--- config.mk ---
export PLATFORM = sky130hd
export DESIGN_NAME = keyed_count_table_with_total
export DESIGN_NICKNAME = d
export VERILOG_FILES = /design/src/hw/rtl/kct_pkg.sv /design/src/hw/rtl/keyed_count_table_with_total.sv /design/src/hw/rtl/kct_ram.sv /design/src/hw/rtl/kct_ctrl.sv /design/src/hw/rtl/kct_dp.sv
export SDC_FILE = /design/constraint.sdc
export NUM_CORES = 1
export LEC_CHECK = 0
export ABC_AREA = 1
export BUFFER_PORTS_ARGS = -buffer_cell sky130_fd_sc_hd__buf_4
export CAP_MARGIN = 20
export CORE_ASPECT_RATIO = 0.75
export CORE_MARGIN = 2
export CORE_UTILIZATION = 26
export DETAILED_ROUTE_END_ITERATION = 10
export PLACE_DENSITY_LB_ADDON = 0.2
export SETUP_SLACK_MARGIN = 0.1
export SYNTH_ARGS = -nofsm -noshare
export SYNTH_HDL_FRONTEND = slang
export SYNTH_SLANG_ARGS = --single-unit
--- constraint.sdc ---
create_clock -name clk -period 7.9 [get_ports clk]
set_input_delay 1.975 -clock clk [delete_from_list [all_inputs] [get_ports clk]]
set_output_delay 1.975 -clock clk [all_outputs]
set_load 0.05 [all_outputs]
--- src/hw/rtl/kct_pkg.sv ---
// Shared types and constants for the keyed count table.
// Used by the controller, the datapath and the top level.
package kct_pkg;

  localparam int KEY_W    = 16;
  localparam int PRICE_W  = 16;
  localparam int QTY_W    = 8;
  localparam int CNT_W    = 5;
  localparam int TOTAL_W  = 28;
  localparam int KIND_W   = 2;
  localparam int STATUS_W = 2;

  localparam logic [KIND_W-1:0] KIND_ADD    = 2'd0;
  localparam logic [KIND_W-1:0] KIND_REMOVE = 2'd1;
  localparam logic [KIND_W-1:0] KIND_CLEAR  = 2'd2;

  localparam logic [STATUS_W-1:0] STS_OK      = 2'd0;
  localparam logic [STATUS_W-1:0] STS_FULL    = 2'd1;
  localparam logic [STATUS_W-1:0] STS_MISSING = 2'd2;
  localparam logic [STATUS_W-1:0] STS_SAT     = 2'd3;

  localparam logic [QTY_W-1:0] QTY_MAX = 8'hFF;
  localparam logic [QTY_W-1:0] QTY_ONE = 8'd1;

  // One table row as stored in the RAM.
  typedef struct packed {
    logic [KEY_W-1:0]   key;
    logic [PRICE_W-1:0] price;
    logic [QTY_W-1:0]   count;
  } kct_entry_t;

  // Controller to datapath.
  typedef struct packed {
    logic load;      // latch the input transaction, reset scan index
    logic clear;     // empty the table
    logic scan_rd;   // read row at scan index
    logic idx_inc;   // advance scan index
    logic append;    // write new row at the end
    logic bump;      // count + 1 on the hit row
    logic sat;       // hit row already at max count
    logic drop;      // count - 1 on the hit row
    logic full;      // no room for a new key
    logic missing;   // key not found on remove
    logic shift_rd;  // read row above the scan index
    logic shift_wr;  // move that row down, advance index
    logic shrink;    // one row fewer
    logic emit;      // load the result register
  } kct_cmd_t;

  // Datapath to controller.
  typedef struct packed {
    logic [KIND_W-1:0] kind;
    logic              at_end;     // scan index reached the entry count
    logic              full;       // entry count at capacity
    logic              hit;        // row read matches the key
    logic              sat;        // row read has max count
    logic              last_one;   // row read has count one
    logic              shift_end;  // no row above the scan index
    logic              out_free;   // result register can take a new result
  } kct_sts_t;

endpackage

--- src/hw/rtl/keyed_count_table_with_total.sv ---
// Keyed count table with running total. Each transaction on the input stream
// (tuser: 0 add, 1 remove, 2 clear) produces exactly one result transaction.
// Add and remove scan the stored keys one row at a time, reading each row from
// the table RAM's registered read port in ST_LOOK and comparing it in ST_CMP.
// A remove that empties a row then moves each later row down (ST_SH_CHK and
// ST_SH_WR per row) and shrinks the table. Clear and the unused kind go straight
// to ST_DONE. The input is ready in the cycle after the result is loaded; the
// load waits while the previous result has not been taken.
module keyed_count_table_with_total #(
  parameter int ENTRIES = 16
) (
  input  logic        clk,
  input  logic        rst,
  input  logic        s_axis_tvalid,
  output logic        s_axis_tready,
  input  logic [31:0] s_axis_tdata,   // [15:0] item_id, [31:16] item_price
  input  logic [1:0]  s_axis_tuser,   // [1:0] kind
  output logic        m_axis_tvalid,
  input  logic        m_axis_tready,
  output logic [47:0] m_axis_tdata    // [1:0] status, [9:2] entry_qty,
                                      // [14:10] entry_count, [42:15] total_price
);
  import kct_pkg::*;

  kct_cmd_t            cmd;
  kct_sts_t            sts;
  logic [STATUS_W-1:0] res_status;
  logic [QTY_W-1:0]    res_qty;
  logic [CNT_W-1:0]    res_count;
  logic [TOTAL_W-1:0]  res_total;

  kct_ctrl u_ctrl (
    .clk      (clk),
    .rst      (rst),
    .in_valid (s_axis_tvalid),
    .in_ready (s_axis_tready),
    .sts      (sts),
    .cmd      (cmd)
  );

  kct_dp #(
    .ENTRIES (ENTRIES)
  ) u_dp (
    .clk        (clk),
    .rst        (rst),
    .in_kind    (s_axis_tuser),
    .in_key     (s_axis_tdata[15:0]),
    .in_price   (s_axis_tdata[31:16]),
    .cmd        (cmd),
    .sts        (sts),
    .out_ready  (m_axis_tready),
    .out_valid  (m_axis_tvalid),
    .out_status (res_status),
    .out_qty    (res_qty),
    .out_count  (res_count),
    .out_total  (res_total)
  );

  assign m_axis_tdata = {5'b0, res_total, res_count, res_qty, res_status};

endmodule

--- src/hw/rtl/kct_ram.sv ---
// Generic single-write, single-read RAM with registered read data.
// No dependencies.
module kct_ram #(
  parameter int WIDTH = 40,
  parameter int DEPTH = 16
) (
  input  logic                     clk,
  input  logic                     we,
  input  logic [$clog2(DEPTH)-1:0] waddr,
  input  logic [WIDTH-1:0]         wdata,
  input  logic [$clog2(DEPTH)-1:0] raddr,
  output logic [WIDTH-1:0]         rdata
);

  logic [WIDTH-1:0] mem [DEPTH];

  always_ff @(posedge clk) begin
    if (we) begin
      mem[waddr] <= wdata;
    end
    rdata <= mem[raddr];
  end

endmodule

--- src/hw/rtl/kct_ctrl.sv ---
// Sequencer for the keyed count table: scan, update, shift and result hand-off.
// Depends on kct_pkg.
module kct_ctrl (
  input  logic              clk,
  input  logic              rst,
  input  logic              in_valid,
  output logic              in_ready,
  input  kct_pkg::kct_sts_t sts,
  output kct_pkg::kct_cmd_t cmd
);
  import kct_pkg::*;

  typedef enum logic [5:0] {
    ST_IDLE   = 6'b000001,
    ST_LOOK   = 6'b000010,
    ST_CMP    = 6'b000100,
    ST_SH_CHK = 6'b001000,
    ST_SH_WR  = 6'b010000,
    ST_DONE   = 6'b100000
  } state_t;

  state_t state, state_next;

  always_ff @(posedge clk) begin
    if (rst) begin
      state <= ST_IDLE;
    end else begin
      state <= state_next;
    end
  end

  always_comb begin
    cmd        = '0;
    state_next = state;
    in_ready   = 1'b0;
    case (state)
      ST_IDLE: begin
        in_ready = 1'b1;
        if (in_valid) begin
          cmd.load   = 1'b1;
          state_next = ST_LOOK;
        end
      end
      ST_LOOK: begin
        case (sts.kind)
          KIND_ADD: begin
            if (sts.at_end) begin
              if (sts.full) cmd.full = 1'b1;
              else          cmd.append = 1'b1;
              state_next = ST_DONE;
            end else begin
              cmd.scan_rd = 1'b1;
              state_next  = ST_CMP;
            end
          end
          KIND_REMOVE: begin
            if (sts.at_end) begin
              cmd.missing = 1'b1;
              state_next  = ST_DONE;
            end else begin
              cmd.scan_rd = 1'b1;
              state_next  = ST_CMP;
            end
          end
          KIND_CLEAR: begin
            cmd.clear  = 1'b1;
            state_next = ST_DONE;
          end
          default: state_next = ST_DONE;
        endcase
      end
      ST_CMP: begin
        if (!sts.hit) begin
          cmd.idx_inc = 1'b1;
          state_next  = ST_LOOK;
        end else if (sts.kind == KIND_ADD) begin
          if (sts.sat) cmd.sat = 1'b1;
          else         cmd.bump = 1'b1;
          state_next = ST_DONE;
        end else begin
          cmd.drop   = 1'b1;
          state_next = sts.last_one ? ST_SH_CHK : ST_DONE;
        end
      end
      ST_SH_CHK: begin
        if (sts.shift_end) begin
          cmd.shrink = 1'b1;
          state_next = ST_DONE;
        end else begin
          cmd.shift_rd = 1'b1;
          state_next   = ST_SH_WR;
        end
      end
      ST_SH_WR: begin
        cmd.shift_wr = 1'b1;
        state_next   = ST_SH_CHK;
      end
      ST_DONE: begin
        if (sts.out_free) begin
          cmd.emit   = 1'b1;
          state_next = ST_IDLE;
        end
      end
      default: state_next = ST_IDLE;
    endcase
  end

  a_accept_once: assert property (@(posedge clk) disable iff (rst)
    (in_valid && in_ready) |=> !in_ready)
    else $error("second transaction accepted while busy");

  a_emit_idle: assert property (@(posedge clk) disable iff (rst)
    cmd.emit |=> in_ready)
    else $error("not ready after result issued");

  a_shift_pair: assert property (@(posedge clk) disable iff (rst)
    cmd.shift_rd |=> cmd.shift_wr)
    else $error("shift read without following write");

endmodule

--- src/hw/rtl/kct_dp.sv ---
// Datapath: table RAM, scan index, entry count, running total, result register.
// Depends on kct_pkg and kct_ram.
module kct_dp #(
  parameter int ENTRIES = 16
) (
  input  logic                           clk,
  input  logic                           rst,
  input  logic [kct_pkg::KIND_W-1:0]     in_kind,
  input  logic [kct_pkg::KEY_W-1:0]      in_key,
  input  logic [kct_pkg::PRICE_W-1:0]    in_price,
  input  kct_pkg::kct_cmd_t              cmd,
  output kct_pkg::kct_sts_t              sts,
  input  logic                           out_ready,
  output logic                           out_valid,
  output logic [kct_pkg::STATUS_W-1:0]   out_status,
  output logic [kct_pkg::QTY_W-1:0]      out_qty,
  output logic [kct_pkg::CNT_W-1:0]      out_count,
  output logic [kct_pkg::TOTAL_W-1:0]    out_total
);
  import kct_pkg::*;

  localparam int AW = $clog2(ENTRIES);
  localparam int CW = $clog2(ENTRIES + 1);
  localparam logic [CW-1:0] LIMIT = CW'(ENTRIES);
  localparam int EW = $bits(kct_entry_t);

  logic [KIND_W-1:0]   kind_r;
  logic [KEY_W-1:0]    key_r;
  logic [PRICE_W-1:0]  price_r;
  logic [STATUS_W-1:0] res_status;
  logic [QTY_W-1:0]    res_qty;
  logic [CW-1:0]       idx;
  logic [CW-1:0]       idx_p1;
  logic [CW-1:0]       valid_cnt;
  logic [TOTAL_W-1:0]  total;
  logic [CW+CNT_W-1:0] cnt_ext;

  logic                we;
  logic [AW-1:0]       waddr;
  logic [AW-1:0]       raddr;
  kct_entry_t          wentry;
  kct_entry_t          rentry;
  logic [EW-1:0]       rword;

  assign rentry  = kct_entry_t'(rword);
  assign idx_p1  = idx + CW'(1);
  assign cnt_ext = {{CNT_W{1'b0}}, valid_cnt};
  assign raddr   = cmd.shift_rd ? idx_p1[AW-1:0] : idx[AW-1:0];

  always_comb begin
    we     = 1'b0;
    waddr  = idx[AW-1:0];
    wentry = rentry;
    if (cmd.append) begin
      we     = 1'b1;
      waddr  = valid_cnt[AW-1:0];
      wentry = '{key: key_r, price: price_r, count: QTY_ONE};
    end else if (cmd.bump) begin
      we           = 1'b1;
      wentry.count = rentry.count + QTY_ONE;
    end else if (cmd.drop) begin
      // a count that drops to zero is removed by the shift pass instead
      we           = (rentry.count != QTY_ONE);
      wentry.count = rentry.count - QTY_ONE;
    end else if (cmd.shift_wr) begin
      we = 1'b1;
    end
  end

  kct_ram #(
    .WIDTH (EW),
    .DEPTH (ENTRIES)
  ) u_ram (
    .clk   (clk),
    .we    (we),
    .waddr (waddr),
    .wdata (wentry),
    .raddr (raddr),
    .rdata (rword)
  );

  always_comb begin
    sts           = '0;
    sts.kind      = kind_r;
    sts.at_end    = (idx >= valid_cnt);
    sts.full      = (valid_cnt >= LIMIT);
    sts.hit       = (rentry.key == key_r);
    sts.sat       = (rentry.count == QTY_MAX);
    sts.last_one  = (rentry.count == QTY_ONE);
    sts.shift_end = (idx_p1 >= valid_cnt);
    sts.out_free  = !out_valid || out_ready;
  end

  // control state
  always_ff @(posedge clk) begin
    if (rst) begin
      valid_cnt <= '0;
      total     <= '0;
      out_valid <= 1'b0;
    end else begin
      if (cmd.clear) begin
        valid_cnt <= '0;
        total     <= '0;
      end else if (cmd.append) begin
        valid_cnt <= valid_cnt + CW'(1);
        total     <= total + TOTAL_W'(price_r);
      end else if (cmd.bump) begin
        total <= total + TOTAL_W'(rentry.price);
      end else if (cmd.drop) begin
        total <= total - TOTAL_W'(rentry.price);
      end else if (cmd.shrink) begin
        valid_cnt <= valid_cnt - CW'(1);
      end
      if (cmd.emit) begin
        out_valid <= 1'b1;
      end else if (out_ready) begin
        out_valid <= 1'b0;
      end
    end
  end

  // payload
  always_ff @(posedge clk) begin
    if (cmd.load) begin
      kind_r     <= in_kind;
      key_r      <= in_key;
      price_r    <= in_price;
      idx        <= '0;
      res_status <= STS_OK;
      res_qty    <= '0;
    end
    if (cmd.idx_inc || cmd.shift_wr) begin
      idx <= idx_p1;
    end
    if (cmd.append) res_qty <= QTY_ONE;
    if (cmd.bump)   res_qty <= rentry.count + QTY_ONE;
    if (cmd.drop)   res_qty <= rentry.count - QTY_ONE;
    if (cmd.sat) begin
      res_status <= STS_SAT;
      res_qty    <= QTY_MAX;
    end
    if (cmd.full)    res_status <= STS_FULL;
    if (cmd.missing) res_status <= STS_MISSING;
    if (cmd.emit) begin
      out_status <= res_status;
      out_qty    <= res_qty;
      out_count  <= cnt_ext[CNT_W-1:0];
      out_total  <= total;
    end
  end

  a_room: assert property (@(posedge clk) disable iff (rst)
    valid_cnt <= LIMIT)
    else $error("entry count beyond capacity");

  a_emit_free: assert property (@(posedge clk) disable iff (rst)
    cmd.emit |-> sts.out_free)
    else $error("result overwritten before taken");

  a_clear: assert property (@(posedge clk) disable iff (rst)
    cmd.clear |=> (valid_cnt == '0 && total == '0))
    else $error("clear left state behind");

  a_append_room: assert property (@(posedge clk) disable iff (rst)
    cmd.append |-> !sts.full)
    else $error("append into a full table");

endmodule

==> summary.txt <==
Final layout
  – Final #Nets: slightly below 3k
  – Synthesis-to-layout area growth: 15.53%
  – Post-route core utilization: 0.3032
  – Ratio of cells with drive above 1 in the final layout: 0.1112

Clock network
  – Inserted Clock Buffers: 84
  – Count of hold-fix buffers inserted at cts: 0
  – Clock transition at the registers of the reported paths: about 0.060 ns
  – Sink Count: 812
  – Post-cts sizing count: 0
  – Post-CTS Setup Inserts: 0
  – CTS Root Buffer Type: clkbuf_16
  – H-tree lvl count: 3
  – CTS tree: done
  – Clk_lat worst skew: 0.68 ns
  – Longest Clk Path Bufs: 3

Timing
  – PnR worst setup slack: 2.645 ns
  – Fin. Hold Viols: 0
  – RSZ-0062 raised after global routing: no
  – Worst Max-Slew Pin Slew: 1.017 ns
  – Final setup fails: 0
  – Final hold slack: roughly 0.44 ns
  – Fmax: approximately 190 MHz
  – Setup TNS: 0 ns
  – Slew Viols, Final: 0
  – Max-slew headroom: 0.3206
  – Min Tclk post-route: 5.255 ns
  – Period utilisation layout: 0.6652
  – Clock Skew: about 0.025 ns

Die
  – Core box area: 131,400 µm²
  – Die Ht: 319.4 µm
  – # rows: 115
  – # IOs: 88
  – Initial Utilization: 0.2625
  – Die W: 424.5 µm
  – Die Footprint: 135,600 µm²

Global route
  – Total global routing track utilization: 0.1485
  – First-pass GRT wire length: 151,000 µm
  – Largest net degree at the start of global routing: 188
  – GRT overflow: 0
  – Initial antenna violation count: 3
  – Vias in the first global route: 21.33k

Synth
  – Top cells by area, synth: edfxtp_1 63%, o211ai_1 6.4%, dfxtp_1 5.2%
  – Synth unique cells: 54
  – EDFF count, synth: 722
  – Avg Cell Area, Syn: 12.26 µm²
  – Cells after Synth: 2,813
  – Dominant cell type by area after synthesis: edfxtp_1
  – Main synth FF type: edfxtp_1
  – FFs w/ async S/R, synth: 0
  – Synth top area share: 0.6287
  – #FFs+latches synth: roughly 810
  – Mapped cell area: 34,480 µm²
  – Syn. warnings: 0
  – Sequential share of the synthesized area: 0.6810

Routing
  – # DRC: 0
  – Post-Route WL: 101,800 µm
  – 1st-iter DRT viols: 2,139
  – Wire length per cell: 21.62 µm
  – Drt pass-1 iters: 5
  – Vias per cell: 4.681
  – Remaining antenna violation count after routing: 0
  – Vias: 22.04k

Critical path
  – Worst Setup Start Kind: register
  – Critical path data arrival time: 5.82 ns
  – WP data required: 8.47 ns
  – Crit path kind: reg -> reg
  – Critical Path End Type: register
  – Worst Path Max Fanout: 14

Worst hold path
  – Min-Delay Path Class: reg -> reg

Flow run
  – Max cap viols: 0

Placement
  – RePlAce Congestion: just under 0.8
  – Hpwl dp: ~57,000 µm
  – Port-buffer cells: 82
  – Worst slack, placed: 2.656 ns

Power
  – Max IR drop VDD: 0.1467 mV
  – LEAKAGE: 0.01362 µW
  – Pwr dens: 269.0 nW/µm²
  – Power Total: approximately 11,000 µW

Status
  – Status: completed
## power breakdown
group / internal (µW) / total [µW] / switching, µW
clock: 2160 / 3890 / 1730
sequential: 5050 / 5150 / 108
combinational: 461 / 1670 / 1210
## through the flow
| stage | instances | instance area (µm²) |
|---|---|---|
| floorplan | 2817 | 34500 |
| global placement | 4546 | 37150 |
| detailed placement | 4547 | 37160 |
| CTS | 4702 | 39770 |
| global route | 4706 | 39830 |
| finish | 4708 | 39840 |
## cell families (layout without fill, tap and decap cells)
family                   count (synthesis)  after routing  share of synthesized area
XOR/XNOR                                32             32                   0.008128
AO/OA/AOI/OAI                          601            601                     0.1150
adder cells (fa/ha/maj)                 45             45                    0.01676
buffers and inverters                  340            473                    0.04209
other                                    1              8                  0.0001087
flip-flops                             812            812                     0.6810
multiplexers                             8              8                   0.002322
AND/OR/NAND/NOR                        974            974                     0.1346
## cell usage after synthesis (5+ instances only)
cell      number
a21oi_1       64
a31oi_1        5
buf_2         76
buf_4         16
clkbuf_1      52
clkbuf_2      10
dfxtp_1       90
edfxtp_1     722
ha_1          43
inv_1        174
inv_2          9
mux2i_1        8
nand2_1      256
nand3_1      211
nand4_1       15
nor2_1       231
nor2_2         9
nor3_1        10
nor4_1         5
o211ai_1     292
o21ai_0      162
o21bai_1      31
o311ai_1      19
o31ai_1        5
or2_0         25
or2_1        172
or2_2         26
xnor2_1       14
xor2_1        18
## cell type report
cell class	count	area, µm²
Clock buffer	114	2286
Timing Repair Buffer	133	1081
Clock inverter	41	326.6
Inverter	185	708.2
Sequential cell	812	23480
Fill cell	13370	91530
Tap cell	1755	2196
Antenna cell	3	7.507
Multi-Input combinational cell	1665	9749
## path summary, 6_finish.rpt
check	start	endpoint	slack (ns)	depth (start not counted)
hold reg to reg	u_dp.res_qty[4]	u_dp.out_qty[4]	0.44	0
hold / removal	u_dp.res_qty[4]	u_dp.out_qty[4]	0.44	0
setup / recovery	u_dp.valid_cnt[3]	u_dp.total[25]	2.64	23
setup reg to reg	u_dp.valid_cnt[3]	u_dp.total[25]	2.64	23
## metal layers
layer | up-vias | part of all wire | global-route usage
met5 | - | 0 | 0
met4 | 0 | 0.016 | 0.03527
met3 | 107 | 0.049 | 0.02408
met2 | 496 | 0.41 | 0.2074
met1 | 11020 | 0.52 | 0.2348
li1 | 10410 | - | -
## cell usage in the layout, fill, tap and decap left out, types with 5 or more instances in the layout
| master | n |
|---|---|
| o21bai_1 | 28 |
| o21ai_0 | 161 |
| or2_0 | 25 |
| clkinv_2 | 11 |
| inv_1 | 170 |
| nand2_1 | 255 |
| clkbuf_16 | 85 |
| nor2_1 | 216 |
| a21oi_1 | 64 |
| nor4_1 | 5 |
| clkinv_1 | 21 |
| buf_4 | 127 |
| nor3_1 | 10 |
| dfxtp_1 | 90 |
| xor2_1 | 18 |
| clkbuf_1 | 24 |
| conb_1 | 5 |
| nand4_1 | 15 |
| inv_2 | 10 |
| ha_1 | 43 |
| buf_12 | 5 |
| o211ai_1 | 292 |
| nor2_2 | 9 |
| nand3_1 | 211 |
| clkbuf_8 | 5 |
| edfxtp_1 | 722 |
| or2_1 | 172 |
| nor2_4 | 16 |
| o31ai_1 | 5 |
| xnor2_1 | 14 |
| mux2i_1 | 8 |
| inv_6 | 5 |
| o311ai_1 | 19 |
| or2_2 | 26 |
## state kept, by name, indices dropped and copies added (netlist names)
register,count
u_dp.price_r,16
u_dp.u_ram.rdata,40
u_dp.out_count,5
u_ctrl.state,6
u_dp.out_total,28
u_dp.out_valid,1
u_dp.res_qty,8
u_dp.res_status,2
u_dp.out_qty,8
u_dp.valid_cnt,5
u_dp.total,28
u_dp.key_r,16
u_dp.u_ram.mem,640
u_dp.idx,5
u_dp.kind_r,2
u_dp.out_status,2
## critical path, cell delays in order, from the launching register on
cell and delay, ns:
dfxtp_1 0.39, inv_1 0.13, ha_1 0.32, nand2_1 0.07
nand2_1 0.05, a21oi_1 0.17, nand2_1 0.20, nand3_1 0.61
inv_1 0.45, nor2_2 0.64, nand3_1 0.21, nand3_1 0.13
ha_1 0.20, nand2_1 0.12, nor2_1 0.15, nand4_1 0.09
o21ai_0 0.38, nand4_1 0.17, nand2_1 0.22, nand2_1 0.14
nand3_1 0.09, nand3_1 0.08, nand2_1 0.10, inv_1 0.03
Power figures use the tool's default switching activity.
